### src/design/hkrb_pkg.sv
`timescale 1ns / 1ps

package hkrb_pkg;

   localparam int SLOT_COUNT_DEFAULT  = 6;
   localparam int QUEUE_DEPTH_DEFAULT = 2;
   localparam int REPORT_SLOTS        = 6;
   localparam int SHIFT_FLAG_BIT      = 12;

   localparam logic [15:0] MEDIA_FIRST = 16'd8193;
   localparam logic [15:0] MEDIA_LAST  = 16'd8200;
   localparam logic [15:0] MOD_FIRST   = 16'd224;
   localparam logic [15:0] MOD_LAST    = 16'd231;
   localparam logic [7:0]  LEFT_SHIFT  = 8'h02;
   localparam logic [7:0]  LOW_BYTE    = 8'hFF;

   localparam logic [1:0] OP_PRESS       = 2'd0;
   localparam logic [1:0] OP_RELEASE     = 2'd1;
   localparam logic [1:0] OP_RELEASE_ALL = 2'd2;
   localparam logic [1:0] OP_UNUSED      = 2'd3;

   typedef enum logic [1:0] {
      KIND_KEYBOARD = 2'd0,
      KIND_MEDIA    = 2'd1,
      KIND_REJECT   = 2'd2,
      KIND_SUPPRESS = 2'd3
   } kind_type;

   typedef enum logic [1:0] {
      ACT_PRESS   = 2'd0,
      ACT_RELEASE = 2'd1,
      ACT_CLEAR   = 2'd2
   } action_type;

   typedef struct packed {
      logic [1:0]  op;
      logic [15:0] key_code;
   } req_type;

   typedef struct packed {
      kind_type   report_kind;
      logic [7:0] modifier_byte;
      logic [7:0] slot0;
      logic [7:0] slot1;
      logic [7:0] slot2;
      logic [7:0] slot3;
      logic [7:0] slot4;
      logic [7:0] slot5;
      logic [7:0] media_byte;
      logic       last_of_run;
   } rsp_type;

   // classified event handed from front to back
   typedef struct packed {
      action_type action;
      logic       is_media;
      logic [7:0] bits;
      logic [7:0] key;
      logic       wide;
   } cmd_type;

endpackage

### src/design/hkrb_front.sv
`timescale 1ns / 1ps

module hkrb_front
   import hkrb_pkg::*;
(
   input  logic    start,
   input  logic    busy,
   input  req_type req_item,
   output logic    push,
   output cmd_type push_cmd
);

   logic [15:0] media_off;
   logic [15:0] code;
   logic [15:0] mod_off;
   logic        shift_flag;
   logic        is_mod;

   always_comb begin
      media_off  = req_item.key_code - MEDIA_FIRST;
      shift_flag = req_item.key_code[SHIFT_FLAG_BIT];
      code       = shift_flag ? {8'h00, req_item.key_code[7:0] & LOW_BYTE} : req_item.key_code;
      mod_off    = code - MOD_FIRST;
      is_mod     = (code >= MOD_FIRST) && (code <= MOD_LAST);

      push_cmd.is_media = (req_item.key_code >= MEDIA_FIRST) && (req_item.key_code <= MEDIA_LAST);
      case (req_item.op)
         OP_PRESS:       push_cmd.action = ACT_PRESS;
         OP_RELEASE:     push_cmd.action = ACT_RELEASE;
         OP_RELEASE_ALL: push_cmd.action = ACT_CLEAR;
         default:        push_cmd.action = ACT_CLEAR;
      endcase

      if (push_cmd.is_media) begin
         push_cmd.bits = 8'h01 << media_off[2:0];
         push_cmd.key  = 8'h00;
         push_cmd.wide = 1'b0;
      end else begin
         push_cmd.bits = (shift_flag ? LEFT_SHIFT : 8'h00)
                       | (is_mod ? (8'h01 << mod_off[2:0]) : 8'h00);
         // modifier codes collapse to key 0
         push_cmd.key  = is_mod ? 8'h00 : code[7:0];
         push_cmd.wide = !is_mod && (code[15:8] != 8'h00);
      end

      // unused op is dropped here and never queued
      push = start && !busy && (req_item.op != OP_UNUSED);
   end

endmodule

### src/design/hkrb_queue.sv
`timescale 1ns / 1ps

module hkrb_queue
   import hkrb_pkg::*;
#(
   parameter int DEPTH = QUEUE_DEPTH_DEFAULT
)
(
   input  logic    clock,
   input  logic    reset,
   input  logic    push,
   input  cmd_type push_cmd,
   input  logic    pop,
   output logic    pop_valid,
   output cmd_type pop_cmd,
   output logic    full
);

   localparam int PTR_W = (DEPTH > 1) ? $clog2(DEPTH) : 1;
   localparam int CNT_W = $clog2(DEPTH + 1);
   localparam logic [PTR_W-1:0] PTR_LAST = PTR_W'(DEPTH - 1);
   localparam logic [CNT_W-1:0] CNT_FULL = CNT_W'(DEPTH);

   cmd_type          entry_ff [DEPTH];
   logic [PTR_W-1:0] wr_ptr_ff, wr_ptr_in;
   logic [PTR_W-1:0] rd_ptr_ff, rd_ptr_in;
   logic [CNT_W-1:0] count_ff, count_in;
   logic             do_pop;

   assign full      = (count_ff == CNT_FULL);
   assign pop_valid = (count_ff != '0);
   assign pop_cmd   = entry_ff[rd_ptr_ff];
   assign do_pop    = pop && pop_valid;

   always_comb begin
      wr_ptr_in = wr_ptr_ff;
      rd_ptr_in = rd_ptr_ff;
      count_in  = count_ff;
      if (push) begin
         wr_ptr_in = (wr_ptr_ff == PTR_LAST) ? '0 : wr_ptr_ff + 1'b1;
      end
      if (do_pop) begin
         rd_ptr_in = (rd_ptr_ff == PTR_LAST) ? '0 : rd_ptr_ff + 1'b1;
      end
      if (push && !do_pop) begin
         count_in = count_ff + 1'b1;
      end else if (do_pop && !push) begin
         count_in = count_ff - 1'b1;
      end
   end

   always_ff @(posedge clock) begin
      if (reset) begin
         wr_ptr_ff <= '0;
         rd_ptr_ff <= '0;
         count_ff  <= '0;
      end else begin
         wr_ptr_ff <= wr_ptr_in;
         rd_ptr_ff <= rd_ptr_in;
         count_ff  <= count_in;
      end
   end

   always_ff @(posedge clock) begin
      if (push) begin
         entry_ff[wr_ptr_ff] <= push_cmd;
      end
   end

endmodule

### src/design/hkrb_back.sv
`timescale 1ns / 1ps

module hkrb_back
   import hkrb_pkg::*;
#(
   parameter int SLOT_COUNT = SLOT_COUNT_DEFAULT
)
(
   input  logic    clock,
   input  logic    reset,
   input  logic    csr_write,
   input  logic    csr_link,
   input  logic    cmd_valid,
   input  cmd_type cmd,
   output logic    cmd_ready,
   output logic    rsp_valid,
   output rsp_type rsp_item
);

   logic [7:0] slots_ff [SLOT_COUNT];
   logic [7:0] slots_in [SLOT_COUNT];
   logic [7:0] mod_ff, mod_in;
   logic [7:0] media_ff, media_in;
   logic       pend_ff, pend_in;
   logic       link_ff, link_in;
   logic       rsp_valid_ff, rsp_valid_in;
   rsp_type    rsp_ff, rsp_in;

   logic       fire;
   logic       last;
   kind_type   kind;
   logic       match;
   logic       found;
   logic [SLOT_COUNT-1:0] place;
   logic [7:0] view [REPORT_SLOTS];

   assign cmd_ready = !pend_ff;
   assign link_in   = csr_write ? csr_link : link_ff;

   always_comb begin
      match = 1'b0;
      found = 1'b0;
      place = '0;
      for (int i = 0; i < SLOT_COUNT; i++) begin
         if (!cmd.wide && slots_ff[i] == cmd.key) begin
            match = 1'b1;
         end
         if (!found && slots_ff[i] == 8'h00) begin
            place[i] = 1'b1;
            found    = 1'b1;
         end
      end
   end

   always_comb begin
      slots_in = slots_ff;
      mod_in   = mod_ff;
      media_in = media_ff;
      pend_in  = pend_ff;
      fire     = 1'b0;
      last     = 1'b1;
      kind     = KIND_KEYBOARD;
      if (pend_ff) begin
         // second beat of a release-all
         fire    = 1'b1;
         kind    = KIND_MEDIA;
         pend_in = 1'b0;
      end else if (cmd_valid) begin
         fire = 1'b1;
         case (cmd.action)
            ACT_CLEAR: begin
               for (int i = 0; i < SLOT_COUNT; i++) begin
                  slots_in[i] = 8'h00;
               end
               mod_in   = 8'h00;
               media_in = 8'h00;
               last     = 1'b0;
               pend_in  = 1'b1;
            end
            ACT_PRESS: begin
               if (cmd.is_media) begin
                  media_in = media_ff | cmd.bits;
                  kind     = KIND_MEDIA;
               end else begin
                  mod_in = mod_ff | cmd.bits;
                  if (!match) begin
                     if (found) begin
                        for (int i = 0; i < SLOT_COUNT; i++) begin
                           if (place[i]) begin
                              slots_in[i] = cmd.key;
                           end
                        end
                     end else begin
                        kind = KIND_REJECT;
                     end
                  end
               end
            end
            ACT_RELEASE: begin
               if (cmd.is_media) begin
                  media_in = media_ff & ~cmd.bits;
                  kind     = KIND_MEDIA;
               end else begin
                  mod_in = mod_ff & ~cmd.bits;
                  for (int i = 0; i < SLOT_COUNT; i++) begin
                     if (!cmd.wide && cmd.key != 8'h00 && slots_ff[i] == cmd.key) begin
                        slots_in[i] = 8'h00;
                     end
                  end
               end
            end
            default: begin
               fire = 1'b0;
            end
         endcase
      end
   end

   always_comb begin
      for (int j = 0; j < REPORT_SLOTS; j++) begin
         view[j] = 8'h00;
      end
      for (int i = 0; i < SLOT_COUNT; i++) begin
         if (i < REPORT_SLOTS) begin
            view[i] = slots_in[i];
         end
      end
      rsp_in.report_kind   = (kind != KIND_REJECT && !link_ff) ? KIND_SUPPRESS : kind;
      rsp_in.modifier_byte = mod_in;
      rsp_in.slot0         = view[0];
      rsp_in.slot1         = view[1];
      rsp_in.slot2         = view[2];
      rsp_in.slot3         = view[3];
      rsp_in.slot4         = view[4];
      rsp_in.slot5         = view[5];
      rsp_in.media_byte    = media_in;
      rsp_in.last_of_run   = last;
      rsp_valid_in         = fire;
   end

   always_ff @(posedge clock) begin
      if (reset) begin
         for (int i = 0; i < SLOT_COUNT; i++) begin
            slots_ff[i] <= 8'h00;
         end
         mod_ff       <= 8'h00;
         media_ff     <= 8'h00;
         pend_ff      <= 1'b0;
         link_ff      <= 1'b0;
         rsp_valid_ff <= 1'b0;
      end else begin
         slots_ff     <= slots_in;
         mod_ff       <= mod_in;
         media_ff     <= media_in;
         pend_ff      <= pend_in;
         link_ff      <= link_in;
         rsp_valid_ff <= rsp_valid_in;
      end
   end

   always_ff @(posedge clock) begin
      rsp_ff <= rsp_in;
   end

   assign rsp_valid = rsp_valid_ff;
   assign rsp_item  = rsp_ff;

endmodule

### src/design/hid_keyboard_report_builder.sv
`timescale 1ns / 1ps
// keyboard report builder: keeps a boot keyboard report and a media byte
// request channel: an event (op, key_code) is taken on a clock edge with start high
//   and busy low; busy rises only while the event queue is full
// result channel: rsp_valid marks each report beat for one cycle; the receiver cannot
//   stall it, so every beat must be captured when shown
// config: csr_data[0] sets link_up on a csr_valid beat; csr_ready is always high
// path: an accepted event is written into the queue; the back stage builds its report beat
//   from the queue head and registers it onto the ports, after any beats ahead of it
// throughput: one event per cycle for single-report events, held while a release-all
//   sends its second beat; release-all gives a keyboard beat, then a media beat, and an
//   unused op gives none; the report stage is the limit, the queue absorbs short bursts
// reset: clears the queue, the key slots, modifier and media bits and link_up

module hid_keyboard_report_builder
   import hkrb_pkg::*;
#(
   parameter int SLOT_COUNT  = SLOT_COUNT_DEFAULT,
   parameter int QUEUE_DEPTH = QUEUE_DEPTH_DEFAULT
)
(
   input  logic    clock,
   input  logic    reset,
   input  logic    start,
   output logic    busy,
   input  req_type req_item,
   output logic    rsp_valid,
   output rsp_type rsp_item,
   input  logic    csr_valid,
   output logic    csr_ready,
   input  logic    csr_data
);

   logic    push;
   cmd_type push_cmd;
   logic    pop_valid;
   cmd_type pop_cmd;
   logic    pop_ready;

   assign csr_ready = 1'b1;

   hkrb_front u_front (
      .start    (start),
      .busy     (busy),
      .req_item (req_item),
      .push     (push),
      .push_cmd (push_cmd)
   );

   hkrb_queue #(
      .DEPTH (QUEUE_DEPTH)
   ) u_queue (
      .clock     (clock),
      .reset     (reset),
      .push      (push),
      .push_cmd  (push_cmd),
      .pop       (pop_ready),
      .pop_valid (pop_valid),
      .pop_cmd   (pop_cmd),
      .full      (busy)
   );

   hkrb_back #(
      .SLOT_COUNT (SLOT_COUNT)
   ) u_back (
      .clock     (clock),
      .reset     (reset),
      .csr_write (csr_valid && csr_ready),
      .csr_link  (csr_data),
      .cmd_valid (pop_valid),
      .cmd       (pop_cmd),
      .cmd_ready (pop_ready),
      .rsp_valid (rsp_valid),
      .rsp_item  (rsp_item)
   );

endmodule

### config.mk
export PLATFORM = sky130hd
export DESIGN_NAME = hid_keyboard_report_builder
export DESIGN_NICKNAME = d
export VERILOG_FILES = /design/src/design/hkrb_pkg.sv /design/src/design/hkrb_front.sv /design/src/design/hkrb_queue.sv /design/src/design/hkrb_back.sv /design/src/design/hid_keyboard_report_builder.sv
export SDC_FILE = /design/constraint.sdc
export NUM_CORES = 1
export LEC_CHECK = 0
export BUFFER_PORTS_ARGS = -buffer_cell sky130_fd_sc_hd__buf_4
export CELL_PAD_IN_SITES_DETAIL_PLACEMENT = 1
export CELL_PAD_IN_SITES_GLOBAL_PLACEMENT = 1
export CORE_ASPECT_RATIO = 1.75
export CORE_UTILIZATION = 45
export CTS_CLUSTER_SIZE = 8
export DETAILED_ROUTE_END_ITERATION = 7
export PLACE_DENSITY = 0.86
export REMOVE_ABC_BUFFERS = 1
export SETUP_SLACK_MARGIN = 0.4
export SYNTH_ARGS = -nofsm -noshare
export SYNTH_HDL_FRONTEND = slang
export SYNTH_SLANG_ARGS = --single-unit
### constraint.sdc
create_clock -name clock -period 3.09 [get_ports clock]
set_clock_uncertainty 0.1 [all_clocks]
set_input_delay 0.618 -clock clock [delete_from_list [all_inputs] [get_ports clock]]
set_output_delay 0.618 -clock clock [all_outputs]
set_load 0.03 [all_outputs]
* Yosys cells after proc, flatten, opt, wreduce, memory -nomap -nowiden
Memory sizes are Yosys's and may differ from the RTL's. A register that Yosys moved wholly into a read port is not among the register bits.
Cells that the tools add are included.
** Storage, ports and cells
- Word-level logic and storage cells :: 182
- Memories kept :: 1
- Memory bits (writable) :: 40
- Register bits after elaboration :: 138
- Input bits :: 23
- Output and inout port bits :: 70
** Memory list
- u_queue.entry_ff :: depth 2, bits a word 20, read ports 1, clocked after memory_dff 1, write ports 1, RTL line hkrb_queue.sv:24 : cmd_type entry_ff [DEPTH];
** Operators by class
- Order comparisons :: 4
- Bitwise gates (word level) :: 7
- Add/subtract/negate cells :: 6
- Equality and inequality tests :: 12
- Muxes and demuxes :: 72
- Reduce and logical (&&, ||, !) cells :: 54
- Shift-type cells :: 2
** Operator list (count)
- $mux 48 :: 6
- $mux 8 :: 22
- $pmux 48 s3 :: 1
- $eq 8x8->1 :: 6
- $logic_not 8->1 :: 6
- $pmux 8 s3 :: 2
- $mux 1 :: 29
- $logic_and 1x1->1 :: 27
- $or 8x8->8 :: 3
- $mux 17 :: 1
- $and 8x8->8 :: 2
- $ge 16x14->1 const B :: 1
- $ge 16x8->1 const B :: 1
- $le 16x14->1 const B :: 1
- $le 16x8->1 const B :: 1
- $mux 16 :: 1
- $mux 2 :: 8
- $reduce_bool 8->1 :: 2
- $shl 1x3->8 const A :: 2
- $logic_not 1->1 :: 12
- $not 8->8 :: 1
- $pmux 2 s2 :: 2
- $reduce_or 3->1 :: 2
- $sub 3x1->3 const B :: 2
- other kinds (10) :: 16

* Logic depth before layout (Yosys ltp)
Gate-level depths: netlist of run 1.
- Word-level depth :: 25
- Gate-level depth with buffers :: 11
- Depth with buffers taken out :: 9

* By module
A second synthesis of run 1 with hierarchy kept.
** Second synthesis, totals
- Cell total of the unflattened synthesis :: 671
- Area total of the unflattened synthesis :: 7284.5 sq um
** By module, submodules not included
- hkrb_back :: instances 1, area each 5301.3 sq um, seq. area each 2682.6 sq um, cells each 536
- hkrb_queue :: instances 1, area each 1647.8 sq um, seq. area each 1301.2 sq um, cells each 84
- hkrb_front :: instances 1, area each 324.1 sq um, seq. area each 0.0 sq um, cells each 49
- hid_keyboard_report_builder :: instances 1, area each 11.3 sq um, seq. area each 0.0 sq um, cells each 2

* Least setup slack after synthesis of run 1
Ideal clock, no wire load.
- Path type :: input to register
- From :: input port req_item[10] (netlist bit)
- To :: memory u_queue.entry_ff[0][10] (netlist bit), data pin
- Required time :: 2.833 ns
- Library setup time :: 0.157 ns
- Path buffers :: 1
- Data arrival time :: 2.554 ns
- Slack :: 0.279 ns
- Cell stages on the path :: 8
- Cell sequence :: or4_1 nor3_1 a21oi_1 or3_1 buf_2 or2_2 mux2_2 o21bai_1
** RTL lines
- from (decl) :: RTL line hid_keyboard_report_builder.sv:26 : input req_type req_item,
- to (decl) :: RTL line hkrb_queue.sv:24

==> run metrics, run 1 <==
Primary FF master, synth dfxtp_1; Slew Limit Fails 0; Routed WL 32300 um; Peak VDD IR 0.557 mV; arrival time worst endpoint 3.12 ns; post-route ant nets 0; Vias/cell 6.29; GRT Total Usage 29.0%; worst-skew pair later-pin latency 0.46 ns; actual slew at the worst max-slew pin 0.940 ns; max cap viols 0; CP Class flip-flop to flip-flop; diode count 0; status completed; largest net degree at the start of global routing 35; Async SR Flop Fraction 0%; vias after detailed routing 7363; top cell type's share of synthesized area 36.0%; Final period util 92.6%; cell breakdown of the critical path buf_12, buf_16, mux2i_4, buf_12, xnor2_1, nor4_2, and2_4, nand3b_1, buf_4, o31a_4, o31ai_1; antenna violations before repair 0; top cells by area, synth dfxtp_1, edfxtp_1, nand2_1, xnor2_1, mux2i_1; htree depth 4; most common cell after layout, fill and taps aside buf_4; CTS sink count 179; clk slew on worst S/H paths 0.08 ns; cts bufs inserted 17; Worst EP required 3.34 ns; share of cells above drive strength 1 33.9%; Synth-to-Final Area Change 37.8%; router iterations before antenna repair 6; final setup margin 0.228 ns; crit path time final 2.86 ns; RD Place Congestion 0.898; DRC violations left 0; DIE AREA 0.0177 sq mm; Final nets 955; hpwl dp 16200 um; maximum fanout along the worst path 8; Netlist cell types 67; slew margin rel. 36.8%; root buffer cell clkbuf_16; vias in the first global route 6964; FMAX 349 MHz; initial cell density of the core 45.8%; gr ovfl total 0; Max clock buf depth 2; Die Ht 175 um; RSZ-0062 raised after global routing true; CTS tree yes; Die Wd 101 um; cell area power density 811 mW/mm^2; sequential area share after synthesis 51.5%; worst hold path type input port to flip-flop; CP endpoint kind flip-flop; most frequent cells in the layout buf_4, dfxtp_1, nand2_1; Leakage 3.97 nW; first-pass GRT wire length 38100 um; cell taking the most area after synthesis dfxtp_1; Mapped Area 0.00773 sq mm; Synth Warn # 0; Wirelength per Cell 27.6 um; final setup violation count 0; setup tns final 0 ns; core area 0.0169 sq mm; number of flops mapped to enable cells by yosys 40; mean post-synth cell area 10.1 sq um; crit-path most repeated cell buf_12; startpoint types flip-flop; Syn Inst Count 767; 1st-iter DRT viols 585; I/O pins 93; Final Hold Viols 0; Row Count 63; Port-buffer cells 91; Synth Register Bits 179; Setup Slack @ Placement 0.0716 ns; crit-path max cell delay 0.42 ns; CP max stage cell o31a_4
==> per-stage QoR <==
stage	util [%]	power (mW)	std cells	hold WS, ns	area [sq um]
4_1_cts	57.1	7.77	1127	0.261	9630
5_1_grt	63.1	8.84	1171	0.265	10700
6_report	63.1	8.64	1171	0.266	10700
3_5_place_dp	52.2	5.35	1079	0.311	8800
2_1_floorplan	-	4.33	726	0.287	7510
3_3_place_gp	52.2	5.26	1079	0.311	8800
==> layer usage <==
metal | track usage, % | wire length (um) | up-vias
met5 | 0 | 0 | -
met2 | 53.1 | 16500 | 467
met1 | 28.7 | 10800 | 3631
met4 | 20.4 | 2900 | 0
li1 | - | - | 3077
met3 | 5.05 | 2060 | 188
==> report_power, final <==
| part | switching [mW] | internal, mW |
|---|---|---|
| registers | 0.172 | 2.65 |
| clock network | 1.10 | 1.15 |
| logic | 2.18 | 1.38 |
| total | 3.45 | 5.18 |
==> cell usage after synthesis (4+ instances only) <==
cell and number:
dfxtp_1 139, nand2_1 119, xnor2_1 50, nor2_1 48, edfxtp_1 40, mux2i_1 31, o21ai_1 26, o21ai_0 25
and2_1 24, clkbuf_1 23, o2bb2ai_1 21, nor4_1 17, o31ai_1 16, nand3_1 14, inv_1 13, a32o_1 12
nor2b_1 11, a22o_1 8, a21oi_1 7, buf_4 7, nor3_1 7, o211ai_1 7, or4_1 7, or2_2 6
or3_1 6, buf_2 5, buf_6 5, mux2i_4 5, nor4_2 5, o22ai_1 4
==> cell families after synthesis <==
group                      synth area share, %
AOI/OAI and AO/OA                         14.5
other                                   0.0485
muxes                                     6.10
adders and majority gates                0.162
DFF                                       51.5
and+or+nand+nor                           18.2
xor gates and xnor gates                  5.89
buffers and inverters                     3.53
==> cell type report <==
class / count / area, sq um
inverter: 13 / 48.8
timing repair buffer: 182 / 1630
multi-input combinational: 538 / 4120
clock inverter: 15 / 161
clock buffer: 17 / 425
sequential: 179 / 3990
tap: 227 / 284
fill: 1793 / 6220
==> worst paths after layout <==
check | start | endpoint | slack, ns | depth (start not counted)
worst max-delay path | flip-flop | u_back.rsp_item[30] | 0.23 | 11
worst min-delay path | req_item[17] | u_queue.entry_ff[1][19] | 0.27 | 1
worst max register to register | flip-flop | u_back.rsp_item[30] | 0.23 | 11
worst min register to register | u_back.link_ff | u_back.rsp_item[66] | 0.35 | 1
==> sequential cells by signal (all words and copies together) (netlist names), named ones only <==
register / cells
u_back.link_ff: 1
u_back.media_ff: 8
u_back.mod_ff: 8
u_back.pend_ff: 1
u_back.rsp_item: 67
u_back.rsp_valid: 1
u_back.slots_ff: 48
u_queue.count_ff: 2
u_queue.entry_ff: 40
u_queue.rd_ptr_ff: 1
u_queue.wr_ptr_ff: 1
==> critical path: cells and delay by family, from the launching register on <==
| family | cells | cell delay (ns) |
|---|---|---|
| AOI/OAI and AO/OA | 2 | 0.70 |
| xor gates and xnor gates | 1 | 0.16 |
| buffers and inverters | 4 | 0.61 |
| DFF | 1 | 0.38 |
| muxes | 1 | 0.28 |
| and+or+nand+nor | 3 | 0.51 |
==> repair_timing <==
item                       CTS  global route
buffers inserted            15            34
resized for setup           19           111
setup endpoints to repair   97           100
hold endpoints to repair     0             0
cloned                       1            10
hold buffers                 0             0
pin swaps                   11            25
Power figures use the tool's default switching activity.
==> run 2: changes to the inputs <==
- CORE_UTILIZATION: 45 -> 49
- PLACE_DENSITY: 0.86 -> 0.92
- clock period: 3.09 -> 3.3 ns (I/O delays scaled with it)
==> run metrics, run 2 (same netlist as run 1, synthesis figures left out) <==
Max clock buf depth 2 (unchanged); initial cell density of the core 50.2% (was 45.8%); CTS sink count 179 (unchanged); slew margin rel. 44.3% (was 36.8%); core area 0.0154 sq mm (was 0.0169 sq mm); GRT Total Usage 31.2% (was 29.0%); met2 Use GR 58.3% (was 53.1%); crit path time final 2.84 ns (was 2.86 ns); Worst EP required 3.52 ns (was 3.34 ns); 1st-iter DRT viols 338 (was 585); router iterations before antenna repair 4 (was 6); Final period util 86.0% (was 92.6%); cts bufs inserted 17 (unchanged); htree depth 4 (unchanged); sequential share of power 37.0% (was 32.7%); largest net degree at the start of global routing 35 (unchanged); Row Count 60 (was 63); most common cell after layout, fill and taps aside dfxtp_1 (was buf_4); routing usage on met3 5.19% (was 5.05%); vias after detailed routing 6612 (was 7363); root buffer cell clkbuf_16 (unchanged); I/O pins 93 (unchanged); Port-buffer cells 91 (unchanged); share of cells above drive strength 1 22.5% (was 33.9%); max cap viols 0 (unchanged); DIE AREA 0.0163 sq mm (was 0.0177 sq mm); Reg2Reg Setup Slack 0.46 ns (was 0.23 ns); Final Hold Viols 0 (unchanged); most frequent cells in the layout dfxtp_1, nand2_1, buf_4 (was buf_4, dfxtp_1, nand2_1); Largest register FFs 67 (unchanged); arrival time worst endpoint 3.06 ns (was 3.12 ns); RD Place Congestion 0.905 (was 0.898); Comb power frac 34.2% (was 41.3%); CTS tree yes (unchanged); maximum fanout along the worst path 16 (was 8); Min-Delay Endpoint u_queue.entry_ff[0][19] (was u_queue.entry_ff[1][19]); Psw 2.70 mW (was 3.45 mW); GR peak layer met2 (unchanged); cts hold-fix bufs 0 (unchanged); CP Class flip-flop to flip-flop (unchanged); Finished Cell Area 0.00939 sq mm (was 0.0107 sq mm); reg-to-reg critical path endpoint u_back.slots_ff[30] (was u_back.rsp_item[30]); Synth-to-Final Area Change 21.4% (was 37.8%); Placed Area 0.00866 sq mm (was 0.00880 sq mm); Slew Limit Fails 0 (unchanged); first-pass GRT wire length 39000 um (was 38100 um); Vias/cell 6.19 (was 6.29); vias in the first global route 7080 (was 6964); Die Ht 168 um (was 175 um); Hold Path Stages 1 (unchanged); startpoint types flip-flop (unchanged); diode count 0 (unchanged); Setup Slack @ Placement 0.182 ns (was 0.0716 ns); final setup margin 0.462 ns (was 0.228 ns); FF-to-FF path depth 9 (was 11); Peak VDD IR 0.474 mV (was 0.557 mV); status completed (unchanged); worst hold path type input port to flip-flop (unchanged); actual slew at the worst max-slew pin 0.812 ns (was 0.940 ns); final setup violation count 0 (unchanged); Final nets 894 (was 955); gr ovfl total 0 (unchanged); Wirelength per Cell 23.7 um (was 27.6 um); clk slew on worst S/H paths 0.08 ns (about the same); Die Wd 96.9 um (was 101 um); placed instance count 1032 (was 1079); CP endpoint kind flip-flop (unchanged); Hold Crit Start req_item[17] (unchanged); DRC violations left 0 (unchanged); Final Power 7.10 mW (was 8.64 mW); Internal Dissipation 4.40 mW (was 5.18 mW); worst-skew pair later-pin latency 0.44 ns (was 0.46 ns); antenna violations before repair 0 (unchanged); hpwl dp 17600 um (was 16200 um); post-route ant nets 0 (unchanged); cell area power density 757 mW/mm^2 (was 811 mW/mm^2); FMAX 352 MHz (was 349 MHz); Leakage 3.42 nW (was 3.97 nW); Clk pwr share 28.8% (was 26.1%); switching part of the total 38.0% (was 40.0%); met1 usage 30.3% (was 28.7%); RSZ-0062 raised after global routing true (unchanged); Routed WL 25400 um (was 32300 um); fin cells 1069 (was 1171)
==> run 2: cell types whose count changed in the layout (fill, tap and decap cells not counted), moves of 7 or more <==
| cell | previous run | this run |
|---|---|---|
| buf_4 | 153 | 119 |
| buf_6 | 14 | 2 |
| nand2_1 | 112 | 119 |
| o21ai_2 | 9 | 1 |
| xnor2_1 | 40 | 50 |
==> run 2: how the worst max path moves through the flow <==
stage | from | endpoint | slack, ns | depth (start not counted)
floorplan | flip-flop | u_back.rsp_item[65] | -0.48 | 7
global placement | req_item[10] | u_queue.entry_ff[0][10] | 0.36 | 8
detailed placement | req_item[10] | u_queue.entry_ff[1][10] | 0.18 | 8
CTS | flip-flop | u_back.rsp_item[26] | 0.39 | 9
global route | flip-flop | u_back.slots_ff[16] | 0.34 | 8
finish | flip-flop | u_back.slots_ff[30] | 0.46 | 9
==> run 2: critical path, stage by stage (launching register included) <==
cell and delay [ns]:
dfxtp_2 0.40, buf_12 0.20, mux2i_1 0.28, buf_6 0.24
xnor2_1 0.16, nor4_2 0.11, and2_4 0.20, or2_2 0.30
o32a_4 0.42, o31ai_1 0.30
==> run 2: per-stage QoR <==
| step | util, % | hold WS [ns] | setup TNS [ns] |
|---|---|---|---|
| after detailed placement | 56.3 | 0.329 | 0 |
| after global placement | 56.3 | 0.299 | 0 |
| after CTS | 60.2 | 0.330 | 0 |
| after floorplan | - | 0.287 | -34.25 |
| final | 61.0 | 0.335 | 0 |
| after global routing | 61.0 | 0.331 | 0 |
==> run 2: final cells by class <==
class | count | area, sq um
fill | 1700 | 6000
sequential | 179 | 3990
multi-input combinational | 534 | 3530
timing repair buffer | 125 | 1000
clock buffer | 17 | 425
tap | 186 | 233
clock inverter | 15 | 160
inverter | 13 | 48.8
==> run 2: timing repair <==
action	CTS	global route
setup endpoints to repair	7	97
pin swaps	0	3
resized for setup	3	11
buffers inserted	0	4
gates cloned	0	1
hold endpoints to repair	0	0
==> run 2: routing by layer <==
metal,part of all wire [%],vias up
met5,0,-
met4,7.8,0
met3,4.0,116
met2,55,256
met1,34,3294
li1,-,2946
==> run 2: power groups by stage <==
stage               clock network [mW]  logic [mW]  registers [mW]
detailed placement                   0        2.27            2.66
finish                            2.05        2.43            2.63
floorplan                            0        1.18            2.87
global placement                     0        2.17            2.64
CTS                               2.07        2.31            2.61
global route                      2.15        2.56            2.64
==> run 3: changes to the inputs <==
- CORE_UTILIZATION: 49 -> 48
- PLACE_DENSITY: 0.92 -> 0.9
==> run metrics, run 3 (same netlist as run 1, synthesis figures left out) <==
status finished, violations left (was completed); failing checks DRC; Max clock buf depth 2 (unchanged); DIE AREA 0.0166 sq mm (was 0.0163 sq mm); Comb power frac 37.9% (was 34.2%); vias after detailed routing 7127 (was 6612); Final nets 928 (was 894); first-pass GRT wire length 41100 um (was 39000 um); Final Power 7.45 mW (was 7.10 mW); most common cell after layout, fill and taps aside buf_4 (was dfxtp_1); Die Ht 170 um (was 168 um); fill count 1699 (was 1700); FMAX 316 MHz (was 352 MHz); initial cell density of the core 48.9% (was 50.2%); placed instance count 1040 (was 1032); Die Wd 97.9 um (was 96.9 um); Setup Slack @ Placement 0.237 ns (was 0.182 ns); reg-to-reg critical path endpoint u_back.slots_ff[1] (was u_back.slots_ff[30]); htree depth 4 (unchanged); I/O pins 93 (unchanged); slew margin rel. 33.6% (was 44.3%); Internal Dissipation 4.54 mW (was 4.40 mW); Hold Crit Start req_item[4] (was req_item[17]); root buffer cell clkbuf_16 (unchanged); Placed Area 0.00871 sq mm (was 0.00866 sq mm); share of cells above drive strength 1 25.8% (was 22.5%); CP Class flip-flop to flip-flop (unchanged); startpoint types flip-flop (unchanged); FF-to-FF path depth 10 (was 9); cts hold-fix bufs 0 (unchanged); Synth-to-Final Area Change 25.5% (was 21.4%); crit path time final 3.16 ns (was 2.84 ns); CP endpoint kind flip-flop (unchanged); largest net degree at the start of global routing 28 (was 35); arrival time worst endpoint 3.36 ns (was 3.06 ns); Slew Limit Fails 0 (unchanged); final setup margin 0.136 ns (was 0.462 ns); Vias/cell 6.44 (was 6.19); gr ovfl total 0 (unchanged); core area 0.0158 sq mm (was 0.0154 sq mm); Worst EP required 3.50 ns (was 3.52 ns); worst-skew pair later-pin latency 0.46 ns (was 0.44 ns); sequential share of power 35.4% (was 37.0%); cell area power density 768 mW/mm^2 (was 757 mW/mm^2); GRT Total Usage 32.9% (was 31.2%); max cap viols 0 (unchanged); diode count 0 (unchanged); clk slew on worst S/H paths 0.08 ns (about the same); Routed WL 29500 um (was 25400 um); hpwl dp 16500 um (was 17600 um); router iterations before antenna repair 7 (was 4); cts bufs inserted 17 (unchanged); Final period util 95.9% (was 86.0%); actual slew at the worst max-slew pin 0.989 ns (was 0.812 ns); Wirelength per Cell 26.7 um (was 23.7 um); Peak VDD IR 0.473 mV (was 0.474 mV); Reg2Reg Setup Slack 0.14 ns (was 0.46 ns); worst hold path type input port to flip-flop (unchanged); 1st-iter DRT viols 504 (was 338); Final Hold Viols 0 (unchanged); final setup violation count 0 (unchanged); Finished Cell Area 0.00970 sq mm (was 0.00939 sq mm); RD Place Congestion 0.857 (was 0.905); Port-buffer cells 91 (unchanged); maximum fanout along the worst path 10 (was 16); CTS sink count 179 (unchanged); Hold Path Stages 1 (unchanged); DRC violations left 6 (was 0); CTS tree yes (unchanged); antenna violations before repair 0 (unchanged); Clk pwr share 26.6% (was 28.8%); RSZ-0062 raised after global routing false (was true); setup tns final 0 ns (unchanged); vias in the first global route 7357 (was 7080); most frequent cells in the layout buf_4, dfxtp_1, nand2_1 (was dfxtp_1, nand2_1, buf_4); Min-Delay Endpoint u_queue.entry_ff[0][5] (was u_queue.entry_ff[0][19]); Psw 2.91 mW (was 2.70 mW); fin cells 1106 (was 1069); Largest register FFs 67 (unchanged); switching part of the total 39.0% (was 38.0%); post-route ant nets 0 (unchanged); Leakage 3.59 nW (was 3.42 nW); Row Count 61 (was 60)
[run 3: cell types whose count changed in the layout (fill, tap and decap cells not counted), sizes merged]
cell,before,now
clkinv,3,6
bufbuf,0,1
buf,124,157
inv,23,19
clkbuf,18,20
bufinv,1,0
[run 3: per-layer routing]
metal,part of all wire [%],vias up,track usage [%]
li1,-,3009,-
met1,33,3494,31.9
met2,50,438,60.4
met3,6.9,186,5.87
met4,9.3,0,26.7
met5,0,-,0
[run 3: how the worst max path moves through the flow]
stage | from | endpoint | slack, ns | cells past startpoint
floorplan | flip-flop | u_back.rsp_item[65] | -0.48 | 7
global placement | req_item[10] | u_queue.entry_ff[0][10] | 0.34 | 8
detailed placement | req_item[10] | u_queue.entry_ff[1][10] | 0.24 | 8
CTS | flip-flop | u_back.slots_ff[10] | 0.42 | 10
global route | flip-flop | u_back.slots_ff[1] | 0.11 | 10
finish | flip-flop | u_back.slots_ff[1] | 0.14 | 10
[run 3: final cells by class]
class / count / area, sq um / share of cell area [%]
Sequential cell: 179 / 3990 / 41.1
Multi-Input combinational cell: 534 / 3560 / 36.7
Timing Repair Buffer: 159 / 1310 / 13.5
Clock buffer: 19 / 453 / 4.67
Tap cell: 189 / 236 / 2.44
Clock inverter: 13 / 97.6 / 1.01
Inverter: 13 / 48.8 / 0.503
[run 3: worst max-delay path: stages (launching register included)]
cell	delay [ns]
dfxtp_4	0.40
buf_12	0.16
mux2i_2	0.23
buf_6	0.21
buf_4	0.13
xnor2_1	0.14
nor4_2	0.11
and2_4	0.22
or2_2	0.31
o32a_4	0.42
o21ai_0	0.56
[run 3: power by group through the flow]
stage	clock [mW]	sequential, mW	combinational [mW]
after global placement	0	2.64	2.23
after floorplan	0	2.87	1.18
after global routing	2.08	2.65	2.91
after detailed placement	0	2.65	2.30
final	1.98	2.64	2.83
after CTS	1.96	2.61	2.49
[run 3: repair_timing]
item	4_1_cts	5_1_grt
hold endpoints to repair	0	0
pin swaps	3	5
setup buffers	12	20
resized for setup	10	13
setup endpoints to repair	51	90
gates cloned	1	1
[run 3: through the flow]
step | utilization (%) | hold slack, ns
5_1_grt | 61.4 | 0.302
3_3_place_gp | 55.1 | 0.300
4_1_cts | 59.8 | 0.317
3_5_place_dp | 55.1 | 0.307
6_report | 61.4 | 0.318
2_1_floorplan | - | 0.287
